### src/rtl/mrnr_pkg.sv
// Shared constants, widths and helpers of the mask rasterize / nearest resize block.
`default_nettype none
package mrnr_pkg;

  localparam int unsigned MAX_WIDTH  = 1024;
  localparam int unsigned MAX_HEIGHT = 1024;

  // coordinate and size widths
  localparam int unsigned MAX_DIM = (MAX_WIDTH > MAX_HEIGHT) ? MAX_WIDTH : MAX_HEIGHT;
  localparam int unsigned CW      = $clog2(MAX_DIM);
  localparam int unsigned SZW     = CW + 1;
  localparam int unsigned PROD_W  = 2 * CW;
  localparam int unsigned DEN_W   = CW + 1;
  localparam int unsigned NUM_W   = 2 * CW + 1;
  localparam int unsigned CNT_W   = $clog2(CW + 1);

  // bitmap storage
  localparam int unsigned WORD_BITS = 32;
  localparam int unsigned WSEL_W    = $clog2(WORD_BITS);
  localparam int unsigned WORDS     = (MAX_WIDTH * MAX_HEIGHT + WORD_BITS - 1) / WORD_BITS;
  localparam int unsigned WORD_AW   = (WORDS > 1) ? $clog2(WORDS) : 1;
  localparam int unsigned BIT_AW    = WORD_AW + WSEL_W;

  // field widths
  localparam int unsigned CFG_W   = 11;
  localparam int unsigned REQ_W   = 2;
  localparam int unsigned PT_W    = 12;
  localparam int unsigned PIX_W   = 10;
  localparam int unsigned MASK_W  = 8;
  localparam int unsigned PADDR_W = 4;
  localparam int unsigned PDATA_W = 32;

  localparam logic [MASK_W-1:0] MASK_ON = 8'd255;

  // request codes
  localparam logic [REQ_W-1:0] REQ_CLEAR = 2'd0;
  localparam logic [REQ_W-1:0] REQ_PAINT = 2'd1;
  localparam logic [REQ_W-1:0] REQ_READ  = 2'd2;

  // register indexes
  localparam logic [1:0] REG_SRC_W = 2'd0;
  localparam logic [1:0] REG_SRC_H = 2'd1;
  localparam logic [1:0] REG_TGT_W = 2'd2;
  localparam logic [1:0] REG_TGT_H = 2'd3;

  localparam logic [CFG_W-1:0] RST_SRC_W = 11'd640;
  localparam logic [CFG_W-1:0] RST_SRC_H = 11'd480;
  localparam logic [CFG_W-1:0] RST_TGT_W = 11'd640;
  localparam logic [CFG_W-1:0] RST_TGT_H = 11'd480;

  typedef logic [NUM_W-1:0] num_t;
  typedef logic [DEN_W-1:0] den_t;
  typedef logic [CW-1:0]    coord_t;
  typedef logic [SZW-1:0]   size_t;

  // zero reads as 1, anything above the maximum saturates
  function automatic size_t clamp_size(input logic [CFG_W-1:0] v, input int unsigned maxv);
    size_t r;
    if (v == '0) begin
      r = SZW'(1);
    end else if (32'(v) > maxv) begin
      r = SZW'(maxv);
    end else begin
      r = SZW'(v);
    end
    return r;
  endfunction

endpackage
`default_nettype wire

### src/rtl/mrnr_div.sv
// Iterative restoring divider, one quotient bit per cycle.
`default_nettype none
module mrnr_div (
  input  wire logic            clk,
  input  wire logic            rst_n,
  input  wire logic            start,
  input  wire mrnr_pkg::num_t  num,
  input  wire mrnr_pkg::den_t  den,
  output logic                 done,
  output mrnr_pkg::coord_t     quo
);
  import mrnr_pkg::*;

  num_t             rem_r, rem_nxt;
  num_t             dv_r, dv_nxt;
  coord_t           q_r, q_nxt;
  logic [CNT_W-1:0] cnt_r, cnt_nxt;
  logic             busy_r, busy_nxt;
  logic             done_r, done_nxt;
  logic             ge;

  assign ge = (rem_r >= dv_r);

  always_comb begin
    rem_nxt  = rem_r;
    dv_nxt   = dv_r;
    q_nxt    = q_r;
    cnt_nxt  = cnt_r;
    busy_nxt = busy_r;
    done_nxt = 1'b0;
    if (start) begin
      rem_nxt  = num;
      dv_nxt   = NUM_W'(den) << (CW - 1);
      q_nxt    = '0;
      cnt_nxt  = CNT_W'(CW);
      busy_nxt = 1'b1;
    end else if (busy_r) begin
      if (ge) begin
        rem_nxt = rem_r - dv_r;
      end
      q_nxt   = CW'({q_r, ge});
      dv_nxt  = dv_r >> 1;
      cnt_nxt = cnt_r - CNT_W'(1);
      if (cnt_r == CNT_W'(1)) begin
        busy_nxt = 1'b0;
        done_nxt = 1'b1;
      end
    end
  end

  always_ff @(posedge clk) begin
    if (!rst_n) begin
      busy_r <= 1'b0;
      done_r <= 1'b0;
      cnt_r  <= '0;
    end else begin
      busy_r <= busy_nxt;
      done_r <= done_nxt;
      cnt_r  <= cnt_nxt;
    end
    rem_r <= rem_nxt;
    dv_r  <= dv_nxt;
    q_r   <= q_nxt;
  end

  assign done = done_r;
  assign quo  = q_r;

endmodule
`default_nettype wire

### config.mk
export PLATFORM = sky130hd
export DESIGN_NAME = mrnr_div
export DESIGN_NICKNAME = d
export VERILOG_FILES = /design/src/rtl/mrnr_pkg.sv /design/src/rtl/mrnr_div.sv
export SDC_FILE = /design/constraint.sdc
export NUM_CORES = 1
export LEC_CHECK = 0
export ABC_AREA = 1
export BUFFER_PORTS_ARGS = -buffer_cell sky130_fd_sc_hd__buf_4
export CELL_PAD_IN_SITES_DETAIL_PLACEMENT = 1
export CELL_PAD_IN_SITES_GLOBAL_PLACEMENT = 1
export CORE_ASPECT_RATIO = 0.5
export CORE_MARGIN = 3
export CORE_UTILIZATION = 47
export CTS_BUF_LIST = sky130_fd_sc_hd__clkbuf_8
export DETAILED_ROUTE_END_ITERATION = 10
export PLACE_DENSITY = 0.92
export SLEW_MARGIN = 0
export SYNTH_ARGS = -nofsm -noshare
export SYNTH_HDL_FRONTEND = slang
export SYNTH_SLANG_ARGS = --single-unit
### constraint.sdc
create_clock -name clk -period 4.9 [get_ports clk]
set_clock_uncertainty 0.15 [all_clocks]
set_input_delay 0.98 -clock clk [delete_from_list [all_inputs] [get_ports clk]]
set_output_delay 0.98 -clock clk [all_outputs]
set_load 0.01 [all_outputs]
Word level (Yosys, flattened, before mapping)
Cells that the tools add are included.
Widths: inputs -> output; s select.
{ "classes": {"n_addsub": 2, "order_cmp": 1, "n_eq_ne": 1, "mux": 11, "bitwise_logic": 2, "n_reduce_logical": 5} }
{ "op_table": {"columns": ["op", "n"], "rows": [
  ["$mux 21", 3],
  ["$mux 20", 2],
  ["$ge 21x20->1", 1],
  ["$sub 21x20->21", 1],
  ["$mux 4", 2],
  ["$eq 4x1->1 const B", 1],
  ["$mux 1", 4],
  ["$reduce_bool 2->1", 2],
  ["$sub 4x1->4 const B", 1],
  ["$reduce_or 3->1", 1],
  ["$not 1->1", 2],
  ["$reduce_and 2->1", 1],
  ["$reduce_or 2->1", 1]
]} }
{ "totals": {"reg_bits": 57, "input_bits": 35, "elab_cells": 30} }

Longest topological paths before layout
Gate-level depths: netlist of the first run.
{ "depth": {"ltp_word": 4, "depth_mapped": 13, "mapped_depth_nobuf": 13} }

Worst setup path before layout of the first run
OpenSTA, ideal clock, no wires.
{ "synth_path": {"path_type": "input to register", "from": "in start", "to": "reg rem_r[0] (enable)", "setup_time_ns": 0.378, "arrival_time_ns": 1.980, "required_time_ns": 4.372, "setup_slack_ns": 2.392, "stages": 4, "path_buffers": 2, "cell_sequence": "buf_2 clkinv_1 buf_2 nand2_1"} }
{ "synth_via": {"elab_chain_cells": 2, "elab_cells_between_ends": 3} }
{ "synth_rtl": {"columns": ["item", "line_no", "text"], "rows": [
  ["from (decl)", "mrnr_div.sv:6", "input wire logic start,"],
  ["$reduce_bool 2->1 (no source line)", null, null],
  ["$reduce_and 2->1 (no source line) (*)", null, null],
  ["to (signal assigned)", "mrnr_div.sv:61", "rem_r <= rem_nxt;"],
  ["to (decl)", "mrnr_div.sv:14", "num_t rem_r, rem_nxt;"]
]} }
Every way passes the cells marked *; elsewhere a longest branch is shown, timed or not.
A chain may end at the register's enable or synchronous reset.

Worst setup path in the final report of the first run
{ "layout_path": {"from": "reg dv_r[16]", "to": "reg rem_r[12] (enable)"} }
{ "layout_via": {"elab_chain_cells": 3} }
{ "layout_rtl": {"columns": ["item", "line_no", "text"], "rows": [
  ["from (decl)", "mrnr_div.sv:15", "num_t dv_r, dv_nxt;"],
  ["from (signal assigned)", "mrnr_div.sv:62", "dv_r <= dv_nxt;"],
  ["$ge 21x20->1", "mrnr_div.sv:22", "assign ge = (rem_r >= dv_r);"],
  ["$reduce_bool 2->1 (no source line)", null, null],
  ["$reduce_and 2->1 (no source line)", null, null]
]} }
Every way passes these cells.

==> results.txt, run 1 <==
Outcome - finished clean
Final GP Congestion - 0.883
Post-synth EDFFs - 32
Die area - 8770 um2
Sequential share of power - 36.7%
Synth top area cells - edfxtp_1 27%, nand2_1 18%, dfxtp_1 14%
Slew margin rel. - 27.9%
Synth area leader - edfxtp_1
Placement Rows - 21
CTS tree - built
RSZ-0062 raised after global routing - no
Die width - 130 um
Ys Warns - 0
Port bufs - 45
CTS root buf - clkbuf_8
CP Class - reg2reg
Post-Synthesis Mean Instance Area - 7.16 um2
Register area share after synthesis - 40.8%
Clock network fraction of total power - 25.2%
Antenna violations before repair - 0
Worst-path clk slew - 0.07 ns
Pleak - 2.02 nW
Slew Limit Fails - 0
Final Hold Viols - 0
Drt drc - 0
Peak VDD IR - 0.218 mV
Critical path launch point type - flip-flop
Antenna Nets Post-Route - 0
Register-to-register setup slack - 1.84 ns
Synth top cells by count - 171 x nand2_1, 79 x inv_1, 38 x nor2_1
FMAX - 327 MHz
Post-Syn Instances - 501
Most instantiated library cell after synthesis - nand2_1
Post-CTS Setup Bufs - 0
Htree depth - 3
Total CTS buffers - 9
Syn nets - 559
PostCTS Resize Cnt - 0
Sw Ratio - 40.0%
CORE AREA - 7040 um2
CP Data Arrival Time - 2.89 ns
Total global-route track usage - 25.2%
Int Pwr - 0.969 mW
# setup viols final - 0
Drt pass-1 iters - 4
Cts hold-fix bufs - 0
Antenna diode count - 0
Post-Route WL - 10.4 mm
Clock buffer depth - 2
Worst skew pair latency - 0.36 ns
Clk sinks - 57
Share of cells above drive strength 1 - 14.1%
First-pass GRT wire length - 16.9 mm
#FFs+latches synth - 57
Synth-to-layout area growth - 16.6%
Hold WC Path Type - reg2reg
Via total after detailed routing - 3398
Via-per-instance ratio - 5.26
Drt first-iter violations - 270
Routed wire length per instance - 16.1 um
Critical Path RT - 4.72 ns
Pin count of the biggest net entering global routing - 43
CP Capture Type - flip-flop
Worst slew pin tran - 1.08 ns
# IOs - 46
Hpwl dp - 7.72 mm
Min Tclk post-route - 3.06 ns
Comb pwr share - 38.1%
Final Power - 1.61 mW
Final net count - 607
Worst hold slack - 0.332 ns
Max-Cap Viols - 0
Async set-or-reset flop fraction in the synthesized netlist - 0%
Top cell type's share of synthesized area - 26.8%
Fin Setup TNS - 0 ns
Synth Cell Area - 3580 um2
Max FO, Critical Path - 21
Vias in the first global route - 3430
Netlist cell types - 33
Dominant synthesized flop cell - edfxtp_1
Total net switching power - 0.645 mW
Overflow after GRT - 0
Filler cells - 941
PwrDens - 386 nW/um2
Chip height - 67.8 um
Starting Density - 50.9%
Final period util - 62.5%
[final timing paths]
kind,startpoint,end,cells past startpoint
worst max-delay path,dv_r[16],rem_r[12],10
worst min-delay path,quo[0],quo[0],2
worst max register to register,dv_r[16],rem_r[12],10
worst min register to register,quo[0],quo[0],2
[cells by family (layout without fill, tap and decap cells)]
group           Yosys count  in the layout  synth area share [%]
fa+ha+maj                23             23                  8.24
flops                    57             57                  40.8
buf+inv                  93            146                  9.91
xor+xnor                  3              3                 0.733
simple gates            264            264                  30.8
compound gates           61             61                  9.56
[placed cells by master, fill, tap and decap left out, drive strengths merged, types with 5 or more instances in the layout]
cell type	instances
nand2	174
inv	87
buf	46
nor2	41
edfxtp	32
nand3	30
dfxtp	25
ha	22
o21ai	22
a21oi	18
o22ai	15
clkbuf	9
nor3	7
nand3b	5
[layer usage]
metal,global-route usage (%),vias to the layer above,share of wire [%]
met5,0,-,0
met4,5.70,0,0.82
met3,6.24,10,5.3
met2,40.0,66,44
met1,35.1,1616,49
li1,-,1706,-
[per-stage QoR]
step           instance area, um2  utilization, %  setup slack, ns  instances
5_1_grt                      4180            59.4             1.56        646
3_3_place_gp                 4010            56.9             1.88        630
2_1_floorplan                3580               -             2.39        501
3_5_place_dp                 4010            56.9             1.79        630
4_1_cts                      4180            59.4             1.84        646
6_report                     4180            59.4             1.84        646
[power by group through the flow]
stage / Combinational [mW] / Sequential [mW] / Clock, mW
after floorplan: 0.435 / 0.597 / 0
after global placement: 0.574 / 0.599 / 0
after detailed placement: 0.601 / 0.603 / 0
after CTS: 0.611 / 0.592 / 0.414
after global routing: 0.695 / 0.597 / 0.435
final: 0.615 / 0.593 / 0.406
[registers in the layout (all words and copies together) (netlist names)]
register / count
busy_r: 1
cnt_r: 4
done: 1
dv_r: 20
quo: 10
rem_r: 21
[layout make-up]
class                      count  area (um2)  share of cell area, %
clock inverter                 7        51.3                   1.23
timing repair buffer          46         345                   8.26
tap                           92         115                   2.75
multi-input combinational    351        1770                   42.3
clock buffer                   9         124                   2.96
inverter                      84         315                   7.54
sequential                    57        1460                   35.0
[critical path, stage by stage (launching register included)]
cell and delay, ns:
edfxtp_1 0.33, inv_1 0.06, ha_1 0.35, nand2_1 0.13
nor2_1 0.18, inv_1 0.09, nor4_1 0.27, nand2_1 0.12
nand2_1 0.12, nand2_1 0.07, nand2_1 0.79
(Power assumes the default switching activity.)
==> run 2, diff against run 1 <==
CORE_UTILIZATION = 39   (was 47)
PLACE_DENSITY = 0.82   (was 0.92)
clock period = 2.7 ns   (was 4.9 ns; I/O delays follow)
==> run 2 against run 1 <==
Clock power increased by 130%. Critical path depth grew 2. Sequential cell count unchanged. Sequential share of layout area shrank 0.87 points. Non-clock buffer count up 3. First-iteration DRC count shrank 49%. Routed wire length is 0.55% higher. Register-to-register slack worse by 1.6 ns. Worst hold slack worse by 0.041 ns. Count of clock-buffer cells in the layout increased by 2. Critical endpoint is now rem_r[17]. Largest cell class unchanged.
==> results.txt, run 2 (synthesis gave the netlist of run 1 again) <==
Min Tclk post-route - 2.45 ns
Die width - 142 um
FF-to-FF path depth - 12
Cts hold-fix bufs - 0
Placement Rows - 24
Worst slew pin tran - 0.628 ns
PostCTS Resize Cnt - 0
Drt pass-1 iters - 4
Hold Crit Start - rst_n
Slew Limit Fails - 0
Antenna diode count - 0
Filler cells - 1139
FMAX - 409 MHz
Routed wire length per instance - 15.6 um
Port bufs - 45
Max-Cap Viols - 0
Post-Route WL - 10.5 mm
CP Class - reg2reg
CP Capture Type - flip-flop
RR Endpoint - rem_r[17]
Max FO, Critical Path - 12
# setup viols final - 0
Antenna violations before repair - 0
Hold WC Path Type - in2reg
Vias in the first global route - 3502
Comb pwr share - 35.4%
RSZ-0062 raised after global routing - no
Outcome - finished clean
Via total after detailed routing - 3359
Worst skew pair latency - 0.36 ns
Antenna Nets Post-Route - 0
Finished Core Util - 48.6%
CTS tree - built
Chip height - 73.8 um
Overflow after GRT - 0
Critical path launch point type - flip-flop
Critical Path RT - 2.60 ns
CTS root buf - clkbuf_8
Int Pwr - 1.99 mW
Worst R2R Start - rem_r[2]
Most frequent cells in the layout - 171 x nand2_1, 80 x inv_1, 49 x buf_4
Pleak - 2.06 nW
Total global-route track usage - 21.2%
Starting Density - 40.6%
Drt drc - 0
Die area - 10400 um2
Total net switching power - 1.13 mW
Max reg flops - 21
Drt first-iter violations - 139
Clock buffer depth - 2
Final GP Congestion - 0.926
Pin count of the biggest net entering global routing - 29
Sequential share of power - 34.4%
Final Hold Viols - 0
Final net count - 610
Share of cells above drive strength 1 - 14.4%
Sw Ratio - 36.3%
PwrDens - 728 nW/um2
Total CTS buffers - 9
CORE AREA - 8830 um2
Peak VDD IR - 0.297 mV
Post-CTS Setup Bufs - 0
Final period util - 90.6%
Synth-to-layout area growth - 19.6%
# IOs - 46
Hpwl dp - 7.93 mm
Fin Setup TNS - 0 ns
Worst-path clk slew - 0.07 ns
Via-per-instance ratio - 4.98
Register-to-register setup slack - 0.25 ns
Slew margin rel. - 58.0%
Top reg by flops - rem_r
Clk sinks - 57
Hold EP - busy_r
Clock network fraction of total power - 30.2%
CP Data Arrival Time - 2.34 ns
Hold path cells - 3
Commonest non-fill, non-tap cell in the layout - nand2_1
First-pass GRT wire length - 17.0 mm
Htree depth - 3
==> run 2: worst max-delay path by stage <==
stage	endpoint	start	slack (ns)
2_1_floorplan	rem_r[0]	rem_r[10]	0.37
3_3_place_gp	rem_r[6]	rem_r[2]	0.31
3_5_place_dp	rem_r[5]	rem_r[2]	0.29
4_1_cts	rem_r[17]	rem_r[2]	0.27
5_1_grt	rem_r[17]	dv_r[2]	0.06
6_report	rem_r[17]	rem_r[2]	0.25
==> run 2: layout make-up <==
cell class,count,area [um2],share of cell area [%]
tap,117,146,3.42
clock inverter,5,76.3,1.78
timing repair buffer,49,368,8.58
clock buffer,11,151,3.53
inverter,84,315,7.36
sequential,57,1460,34.1
multi-input combinational,351,1770,41.2
==> run 2: metrics by stage <==
| stage | total power [mW] | instances | area (um2) | hold WS (ns) | setup WS, ns |
|---|---|---|---|---|---|
| floorplan | 1.87 | 501 | 3580 | 0.282 | 0.367 |
| global placement | 2.15 | 658 | 4060 | 0.307 | 0.308 |
| detailed placement | 2.18 | 658 | 4060 | 0.324 | 0.286 |
| CTS | 3.14 | 674 | 4290 | 0.285 | 0.275 |
| global route | 3.35 | 674 | 4290 | 0.286 | 0.0576 |
| finish | 3.12 | 674 | 4290 | 0.291 | 0.255 |
==> run 2: layer usage <==
layer  track usage, %  part of all wire (%)  vias up
met4             3.83                  0.78        0
li1                 -                     -     1713
met5                0                     0        -
met3             6.44                   3.6        8
met2             33.9                    43       49
met1             28.7                    53     1589
==> run 2: power by group through the flow <==
stage / clock [mW] / combinational, mW / sequential (mW)
after CTS: 0.955 / 1.11 / 1.08
after floorplan: 0 / 0.789 / 1.08
after global routing: 1.00 / 1.27 / 1.08
after detailed placement: 0 / 1.09 / 1.09
final: 0.943 / 1.11 / 1.07
after global placement: 0 / 1.06 / 1.09
==> run 2: worst max-delay path, cell delays in order, from the launching register on <==
cell and delay (ns):
edfxtp_1 0.37, ha_1 0.40, nand2_1 0.11, nand3_2 0.12, nand2_1 0.06, nand2_1 0.14, nand2_1 0.12, nand2_1 0.12
nand2_1 0.06, nand2_1 0.10, nand2_1 0.06, nand2_1 0.08, buf_4 0.24
==> run 3, diff against run 2 <==
PLACE_DENSITY = 0.8   (was 0.82)
==> run 3 against run 2 <==
Sequential cell count is the same. Worst hold slack lost 0.0091 ns. Largest cell class unchanged. Critical path depth did not move. Clock power shrank 11%. Non-clock buffer count stayed put. Maximum frequency shrank 1.0%. Global-route usage is 0.21 points lower. First-iteration DRC count increased by 47%. Via count shrank 0.60%. Cell count stayed put. Worst setup slack got worse by 0.025 ns.
==> results.txt, run 3 (synthesis gave the netlist of run 1 again) <==
Drt first-iter violations - 205
Top reg by flops - rem_r
Die width - 142 um
CP Data Arrival Time - 2.43 ns
# IOs - 46
Overflow after GRT - 0
Pin count of the biggest net entering global routing - 29
FMAX - 405 MHz
Clk sinks - 57
RSZ-0062 raised after global routing - no
Critical path launch point type - flip-flop
Total CTS buffers - 9
Total global-route track usage - 20.9%
Via total after detailed routing - 3339
Hold WC Path Type - in2reg
Peak VDD IR - 0.315 mV
Cts hold-fix bufs - 0
Final period util - 91.5%
# setup viols final - 0
Outcome - finished clean
Worst slew pin tran - 0.648 ns
Hpwl dp - 7.93 mm
Final Hold Viols - 0
Synth-to-layout area growth - 19.1%
Placed cells - 658
Routed wire length per instance - 15.3 um
Antenna Nets Post-Route - 0
Final Power - 3.02 mW
Hold Crit Start - rst_n
CP Capture Type - flip-flop
Final net count - 610
Max-Cap Viols - 0
CTS tree - built
Worst R2R Start - rem_r[8]
Drt pass-1 iters - 6
Htree depth - 3
Post-Route WL - 10.3 mm
Slew margin rel. - 56.7%
Starting Density - 40.6%
Critical Path Source - rem_r[8]
Port bufs - 45
Register-to-register setup slack - 0.23 ns
CP Class - reg2reg
Die area - 10400 um2
Final GP Congestion - 0.939
Setup WS post-layout - 0.229 ns
Critical Path RT - 2.66 ns
Max FO, Critical Path - 10
Clock buffer depth - 2
CORE AREA - 8830 um2
Pleak - 2.05 nW
First-pass GRT wire length - 16.7 mm
Min Tclk post-route - 2.47 ns
Via-per-instance ratio - 4.95
CTS root buf - clkbuf_8
Worst skew pair latency - 0.36 ns
Pre-CTS WS - 0.281 ns
Commonest non-fill, non-tap cell in the layout - nand2_1
Vias in the first global route - 3339
Slew Limit Fails - 0
Antenna violations before repair - 0
Max reg flops - 21
Worst-path clk slew - 0.07 ns
Drt drc - 0
PwrDens - 708 nW/um2
Fin Setup TNS - 0 ns
Antenna diode count - 0
Chip height - 73.8 um
Final cell count without fillers - 674
Most frequent cells in the layout - 171 x nand2_1, 79 x inv_1, 48 x buf_4
Share of cells above drive strength 1 - 14.7%
Finished Core Util - 48.3%
Placement Rows - 24
## run 3: critical path, cell delays in order, from the launching register on
cell and delay, ns:
edfxtp_1 0.39, ha_1 0.37, nand2_2 0.16, inv_1 0.05
a21oi_1 0.26, nor2_1 0.08, nor2_1 0.15, nand2_1 0.11
nand2_1 0.07, nand2_1 0.07, nand2_1 0.07, nand2_1 0.08
buf_4 0.21
## run 3: worst paths after layout
| path | cells past startpoint | end |
|---|---|---|
| max | 12 | rem_r[5] |
| min | 3 | busy_r |
| max reg2reg | 12 | rem_r[5] |
| min reg2reg | 2 | cnt_r[3] |
## run 3: timing repair
action	in CTS	in global routing
gates resized for setup	0	2
buffers inserted	0	0
setup endpoints to repair	0	8
hold endpoints to repair	0	0
## run 3: cell type report
type / count / area, um2
Fill cell: 1157 / 4560
Multi-Input combinational cell: 351 / 1770
Sequential cell: 57 / 1460
Timing Repair Buffer: 49 / 372
Inverter: 84 / 315
Tap cell: 117 / 146
Clock buffer: 10 / 138
Clock inverter: 6 / 65.1
## run 3: layer usage
metal  track usage, %  share of wire, %  wire [um]  vias up
met5                0                 0          0        -
met4             5.53              0.96         99        0
met3             6.24               5.5        561       11
met2             32.1                42       4350       70
met1             29.0                51       5280     1547
li1                 -                 -          -     1711
## run 3: metrics by stage
stage          instance area [um2]  hold slack [ns]
5_1_grt                       4270            0.271
2_1_floorplan                 3580            0.282
4_1_cts                       4260            0.271
3_3_place_gp                  4060            0.308
3_5_place_dp                  4060            0.325
6_report                      4270            0.282
## run 3: power breakdown
part | switching, mW | internal (mW)
registers | 0.0387 | 1.04
clock network | 0.389 | 0.453
logic | 0.716 | 0.387
total | 1.14 | 1.88
